--- src/hw/rtl/tli_pkg.sv ---
package tli_pkg;

   localparam int TableDepth = 256;
   localparam int IdxW = $clog2(TableDepth);
   localparam int CntW = IdxW + 1;

   localparam logic OP_WRITE = 1'b0;
   localparam logic OP_QUERY = 1'b1;

   localparam logic [1:0] ST_OK     = 2'd0;
   localparam logic [1:0] ST_RANGE  = 2'd1;
   localparam logic [1:0] ST_DIVIDE = 2'd2;
   localparam logic [1:0] ST_EMPTY  = 2'd3;

   typedef enum logic [3:0] {
      S_IDLE,
      S_ENDS_RD,
      S_ENDS_CHK,
      S_MID_RD,
      S_MID_CHK,
      S_SEG_RD,
      S_SEG_CHK,
      S_DIV,
      S_MUL,
      S_DONE
   } state_type;

   typedef struct packed {
      logic start;
      logic busy;
      logic done;
   } div_ctl_type;

endpackage

--- src/hw/rtl/tli_divider.sv ---
// Restoring divider: quotient = num / den, num and den non-negative,
// one quotient bit per cycle. Quotient saturated to 17 bits (0..65536).
module tli_divider (
   input  logic        clock,
   input  logic        reset,
   input  logic        start,
   input  logic [49:0] num,
   input  logic [32:0] den,
   output tli_pkg::div_ctl_type ctl,
   output logic [16:0] quot
);
   import tli_pkg::*;

   logic [49:0] rem_ff, rem_in;
   logic [32:0] den_ff, den_in;
   logic [17:0] q_ff, q_in;
   logic [5:0]  cnt_ff, cnt_in;
   logic        busy_ff, busy_in;
   logic        done_ff, done_in;
   logic [50:0] trial;

   // Long division restricted to 18 quotient bits: high quotient bits
   // beyond that saturate (clamped to 65536 anyway).
   always_comb begin
      rem_in  = rem_ff;
      den_in  = den_ff;
      q_in    = q_ff;
      cnt_in  = cnt_ff;
      busy_in = busy_ff;
      done_in = 1'b0;
      trial   = '0;
      if (start) begin
         rem_in  = num;
         den_in  = den;
         q_in    = '0;
         cnt_in  = 6'd17;
         busy_in = 1'b1;
         // saturate when num >= den<<18
         if ((num >> 18) >= {17'd0, den}) begin
            q_in    = '1;
            busy_in = 1'b0;
            done_in = 1'b1;
         end
      end else if (busy_ff) begin
         trial = {1'b0, rem_ff} - ({18'd0, den_ff} << cnt_ff);
         if (!trial[50]) begin
            rem_in = trial[49:0];
            q_in   = q_ff | (18'd1 << cnt_ff);
         end
         if (cnt_ff == 6'd0) begin
            busy_in = 1'b0;
            done_in = 1'b1;
         end else begin
            cnt_in = cnt_ff - 6'd1;
         end
      end
   end

   always_ff @(posedge clock) begin
      rem_ff <= rem_in;
      den_ff <= den_in;
      q_ff   <= q_in;
      cnt_ff <= cnt_in;
      if (reset) begin
         busy_ff <= 1'b0;
         done_ff <= 1'b0;
      end else begin
         busy_ff <= busy_in;
         done_ff <= done_in;
      end
   end

   assign ctl  = '{start: start, busy: busy_ff, done: done_ff};
   assign quot = (q_ff > 18'd65536) ? 17'd65536 : q_ff[16:0];

endmodule

--- config.mk ---
export PLATFORM = sky130hd
export DESIGN_NAME = tli_divider
export DESIGN_NICKNAME = d
export VERILOG_FILES = /design/src/hw/rtl/tli_pkg.sv /design/src/hw/rtl/tli_divider.sv
export SDC_FILE = /design/constraint.sdc
export NUM_CORES = 1
export LEC_CHECK = 0
export BUFFER_PORTS_ARGS = -buffer_cell sky130_fd_sc_hd__buf_2
export CAP_MARGIN = 20
export CORE_MARGIN = 3
export CORE_UTILIZATION = 45
export DETAILED_ROUTE_END_ITERATION = 10
export PLACE_DENSITY = 0.73
export SLEW_MARGIN = 20
export SYNTH_ARGS = -nofsm -noshare
export SYNTH_HDL_FRONTEND = slang
export SYNTH_SLANG_ARGS = --single-unit
--- constraint.sdc ---
create_clock -name clock -period 17.8 [get_ports clock]
set_clock_uncertainty 0.05 [all_clocks]
set_input_delay 1.78 -clock clock [delete_from_list [all_inputs] [get_ports clock]]
set_output_delay 1.78 -clock clock [all_outputs]
set_load 0.01 [all_outputs]
Word level (Yosys, flattened, before mapping)
Cells that the tools add are included.
{ "totals": {"output_inout_bits": 20, "regBits": 109} }
{ "op_classes": {"bitwise": 2, "add_sub_neg": 2, "n_lt_le_gt_ge": 2, "n_eq_ne": 1, "n_mux": 16, "n_reduce_logical": 4, "shift": 2} }
{ "op_table": {"columns": ["op", "n"], "rows": [
  ["2-to-1 mux 50 bit", 3],
  ["2-to-1 mux 18 bit", 4],
  ["left shift 33 x 6 -> 51 bit", 1],
  ["subtractor 50 x 51 -> 51 bit", 1],
  [">= comparator 32 x 33 -> 1 bit", 1],
  ["greater-than comparator 18 x 17 -> 1 bit (second input constant)", 1],
  ["OR 18 bit", 1],
  ["left shift 1 x 6 -> 18 bit (first input constant)", 1],
  ["2-to-1 mux 17 bit", 1],
  ["2-to-1 mux 1 bit", 8],
  ["zero test 6 bit", 1],
  ["subtractor 6 x 1 -> 6 bit (second input constant)", 1],
  ["AND reduction 2 bit", 2],
  ["!= test 2 bit (second input constant)", 1],
  ["nonzero test 2 bit", 1],
  ["NOT 1 bit", 1]
]} }

Depth between registers and ports, before layout
{ "logic_depth": {"depth_word": 5, "mapped_depth": 22} }

Worst setup path before layout
OpenSTA, ideal clock, no wires.
{ "synth_timing": {"path_kind": "register to register", "from": "register cnt_ff[1]", "to": "register q_ff[0] (enable)", "stages_incl_launch_ff": 21, "n_path_buf": 3, "setup_ns": 0.425, "period_less_slack_ns": 5.864, "path_slack_ns": 11.936, "arrival_ns": 5.390, "path_cell_list": "dfxtp_1 -> buf_2 -> buf_2 -> buf_2 -> mux4_2 -> nand2_1 -> nand2_1 -> nor2_1 -> a31oi_1 -> mux2i_1 -> or2_2 -> ha_1 -> a21o_1 -> a31o_1 -> a221o_1 -> a221o_1 -> a31o_4 -> a31oi_4 -> o31ai_2 -> xnor2_1 -> a21o_1"} }
{ "synth_via": {"elab_chain_cells": 4} }
{ "synth_lines": {"columns": ["element", "line_no", "rtl"], "rows": [
  ["start: declaration", "tli_divider.sv:17", "logic [5:0] cnt_ff, cnt_in;"],
  ["start signal: assignment", "tli_divider.sv:63", "cnt_ff <= cnt_in;"],
  ["left shift 33 x 6 -> 51 bit", "tli_divider.sv:45", "trial = {1'b0, rem_ff} - ({18'd0, den_ff} << cnt_ff);"],
  ["subtractor 50 x 51 -> 51 bit", "tli_divider.sv:45", null],
  ["!= test 2 bit (no source line)", null, null],
  ["AND reduction 2 bit (no source line)", null, null],
  ["end signal: assignment", "tli_divider.sv:62", "q_ff <= q_in;"],
  ["end: declaration", "tli_divider.sv:16", "logic [17:0] q_ff, q_in;"]
]} }
No other way between the ends.
A chain may end at the register's enable or synchronous reset.

Final worst setup path
{ "layout_timing": {"from": "register cnt_ff[1]", "to": "register rem_ff[2] (enable)"} }
{ "layout_via": {"elab_chain_cells": 4} }
{ "layout_lines": {"columns": ["element", "line_no", "rtl"], "rows": [
  ["left shift 33 x 6 -> 51 bit", "tli_divider.sv:45", null],
  ["subtractor 50 x 51 -> 51 bit", "tli_divider.sv:45", null],
  ["!= test 2 bit (no source line)", null, null],
  ["AND reduction 2 bit (no source line)", null, null],
  ["end signal: assignment", "tli_divider.sv:60", "rem_ff <= rem_in;"],
  ["end: declaration", "tli_divider.sv:14", "logic [49:0] rem_ff, rem_in;"]
]} }
No other way between the ends.

==> qor.txt <==
# fillers = 2229
max_cap viols = 0
cell area after placement = 11090 um2
synthesized instance count = 1219
net count of the mapped netlist = 1393
Clock transition at path regs = 80 ps
number of buffers inserted to repair setup after CTS = 0
most frequent cell after synthesis = nand2_1
dominant delay contributor by cell family on the critical path = compound AO/OA/AOI/OAI gates
largest net degree at the start of global routing = 103
Worst Hold Path EP = q_ff[7]
count of hold-fix buffers inserted at cts = 0
count of buffers from port buffering = 105
Async S/R FF share, synth = 0%
shortest clock period the worst path allows after layout = 6500 ps
outcome = finished clean
antenna-violating nets left = 0
worst-path cell chain = buf_4 > mux2i_1 > o21ai_0 > a21oi_1 > a21oi_1 > a21oi_1 > or2_2 > ha_1 > nand2_1 > nor2_1 > and3_1 > a221o_1 > a31o_4 > a31oi_4 > o31ai_2 > xnor2_1 > a21o_2 > buf_4
Top Ports = 106
Initial DRT Pass Iterations = 6
fin nets = 1431
hold crit path type = register to register
average cell area after synthesis = 8.585 um2
first-pass GRT wire length = 49160 um
number of library cell types mapped by synthesis = 74
fraction of synthesized cell area taken by the top area cell type = 28.98%
Area Overhead vs Synth = 8.764%
Post-synth EDFFs = 101
number of cell rows = 55
beginning of the worst register-to-register path = cnt_ff[1]
slack of the worst reg-to-reg path = 11300 ps
sequential cell area in the final layout = 3196 um2
number of hold-slack violations in the final timing report = 0
clock latency of the later-clocked register in the worst-skew pair = 370 ps
launching instance or port of the critical path = cnt_ff[1]
static leakage = 4.812 nW
vias in the first global route = 8861
number of antenna violations at the first check in global routing = 0
Non-Filler Cell Area, Final = 11380 um2
peak ir drop on the vdd network = 0.06316 mV
pwr/cell area = 126.1 nW/um2
Remaining Overflow, GRT = 0
category of the worst setup path launch point = register
Final Worst Setup Slack = 11300 ps
average via count per standard cell = 6.062
Antenna Cells = 0
number of buffers inserted during clock tree synthesis = 9
CORE AREA = 22780 um2
CTS resizes = 0
count of final setup violators = 0
H-tree levels = 3
starting density of the core = 45.94%
worst-margin pin slew = 1032 ps
worst setup path class = register to register
footprint of the multi-input gates = 6705 um2
post-detailed-placement half-perimeter wirelength = 25300 um
Achievable Freq = 153.9 MHz
wire length per cell = 20.56 um
count of cells along the worst register-to-register path = 18
Root Buffer = clkbuf_16
cells taking the most area after synthesis = edfxtp_1 (29%), ha_1 (10%), nand2_1 (6.0%), mux4_2 (5.8%), o21ai_0 (4.3%)
post-route total power = 1.436 mW
initial DRC count = 1048
DRC violation count after routing = 0
CTS sink cnt = 109
synth cell count leaders = nand2_1 (166), nor2_1 (107), edfxtp_1 (101)
height of the die = 158.5 um
global placer's final weighted congestion = 1.016
Min-Delay Path Depth = 2
share of final-layout standard cells stronger than drive strength 1 = 15.29%
floorplan die width = 158.5 um
Yosys warning total = 0
routed vias = 9548
most common flop cell mapped by yosys = edfxtp_1
startpoint of the lowest-slack hold path = q_ff[7]
largest fanout on the critical path = 49
WP buf/inv = 2
deepest clock path buffer count = 2
highest-delay cell along the critical path = a21o_2
worst max-slew margin expressed relative to the limit = 31.21%
TritonCTS clock tree = done
CP Data Arrival Time = 6450 ps
Die Outline Area = 25120 um2
most repeated library cell on the critical path = a21oi_1
worst setup slack after placement = 11330 ps
GRT Util Overall = 25.47%
area of the mapped netlist = 10470 um2
stage delay of the slowest cell on the critical path = 680 ps
type of destination of the critical path = register
setup_tns = 0 ps
RSZ-0062 raised after global routing = no
proportion of synthesized chip area in sequential cells = 30.51%
total wire length after detailed routing = 32380 um
pins over their slew limit = 0
worst reg2reg endpoint = rem_ff[2]
biggest area consumer among synthesized cells = edfxtp_1
period utilisation layout = 36.51%
Req. time, crit path = 17750 ps
total of flip-flops plus latches after synthesis = 109
## layout by cell type, fill, tap and decap left out, types with 29 or more instances in the layout
| master | synthesis | final |
|---|---|---|
| inv_1 | 51 | 51 |
| a21o_1 | 48 | 47 |
| nor2_1 | 107 | 107 |
| o21ai_0 | 89 | 89 |
| nand4_1 | 29 | 29 |
| buf_2 | 19 | 104 |
| nand2_1 | 166 | 166 |
| a21oi_1 | 85 | 85 |
| ha_1 | 87 | 87 |
| edfxtp_1 | 101 | 101 |
| mux2i_1 | 31 | 31 |
## cells by family after synthesis
kind of cell	count (synthesis)	share of synthesized area, %
adders and majority gates	88	10.59
AOI/OAI and AO/OA	347	21.54
and+or+nand+nor	421	18.29
buffers and inverters	140	5.428
DFF	109	30.51
muxes	65	9.529
xor gates and xnor gates	49	4.101
## worst register-to-register path, delay by kind of cell (launching register included)
family	cells	cell delay (ps)
AND/OR/NAND/NOR	4	750
multiplexers	1	220
buffers and inverters	2	1060
XOR/XNOR	1	140
adder cells (fa/ha/maj)	1	400
AO/OA/AOI/OAI	9	3170
flip-flops	1	320
## flip-flops by register name (all words and copies together) (netlist names)
register and count:
done_ff 1, den_ff 33, rem_ff 50, cnt_ff 6, busy_ff 1, q_ff 18
## how the worst max path moves through the flow
| stage | to | depth (start not counted) |
|---|---|---|
| after floorplan | q_ff[0] | 20 |
| after CTS | rem_ff[2] | 18 |
| final | rem_ff[2] | 18 |
| after global placement | rem_ff[0] | 18 |
| after global routing | rem_ff[2] | 18 |
| after detailed placement | rem_ff[0] | 18 |
## cell type report
class	count	area share, %
clock buffer	9	1.979
clock inverter	7	0.5826
inverter	52	1.715
multi-input combinational	970	58.91
sequential	109	28.08
tap	313	3.441
timing repair buffer	115	5.298
## power breakdown
part / internal [mW] / switching (mW)
registers: 0.359 / 0.0319
clock network: 0.0987 / 0.105
logic: 0.335 / 0.506
total: 0.793 / 0.643
## through the flow
step | util, % | std cells | hold WS [ps]
floorplan | - | 1219 | 462.2
finish | 49.97 | 1575 | 565.1
detailed placement | 48.69 | 1559 | 549.8
global route | 49.97 | 1575 | 604.8
CTS | 49.97 | 1575 | 568.8
global placement | 48.69 | 1559 | 538.6
## layer usage
| layer | GRT usage, % | routed length, um | vias to the layer above |
|---|---|---|---|
| met5 | 0 | 0 | - |
| met4 | 10.04 | 1256 | 0 |
| met3 | 4.485 | 2364 | 73 |
| met2 | 39.83 | 14450 | 405 |
| met1 | 35.20 | 14310 | 4520 |
| li1 | - | - | 4550 |
Note: power is estimated with default switching activity, not from simulation.
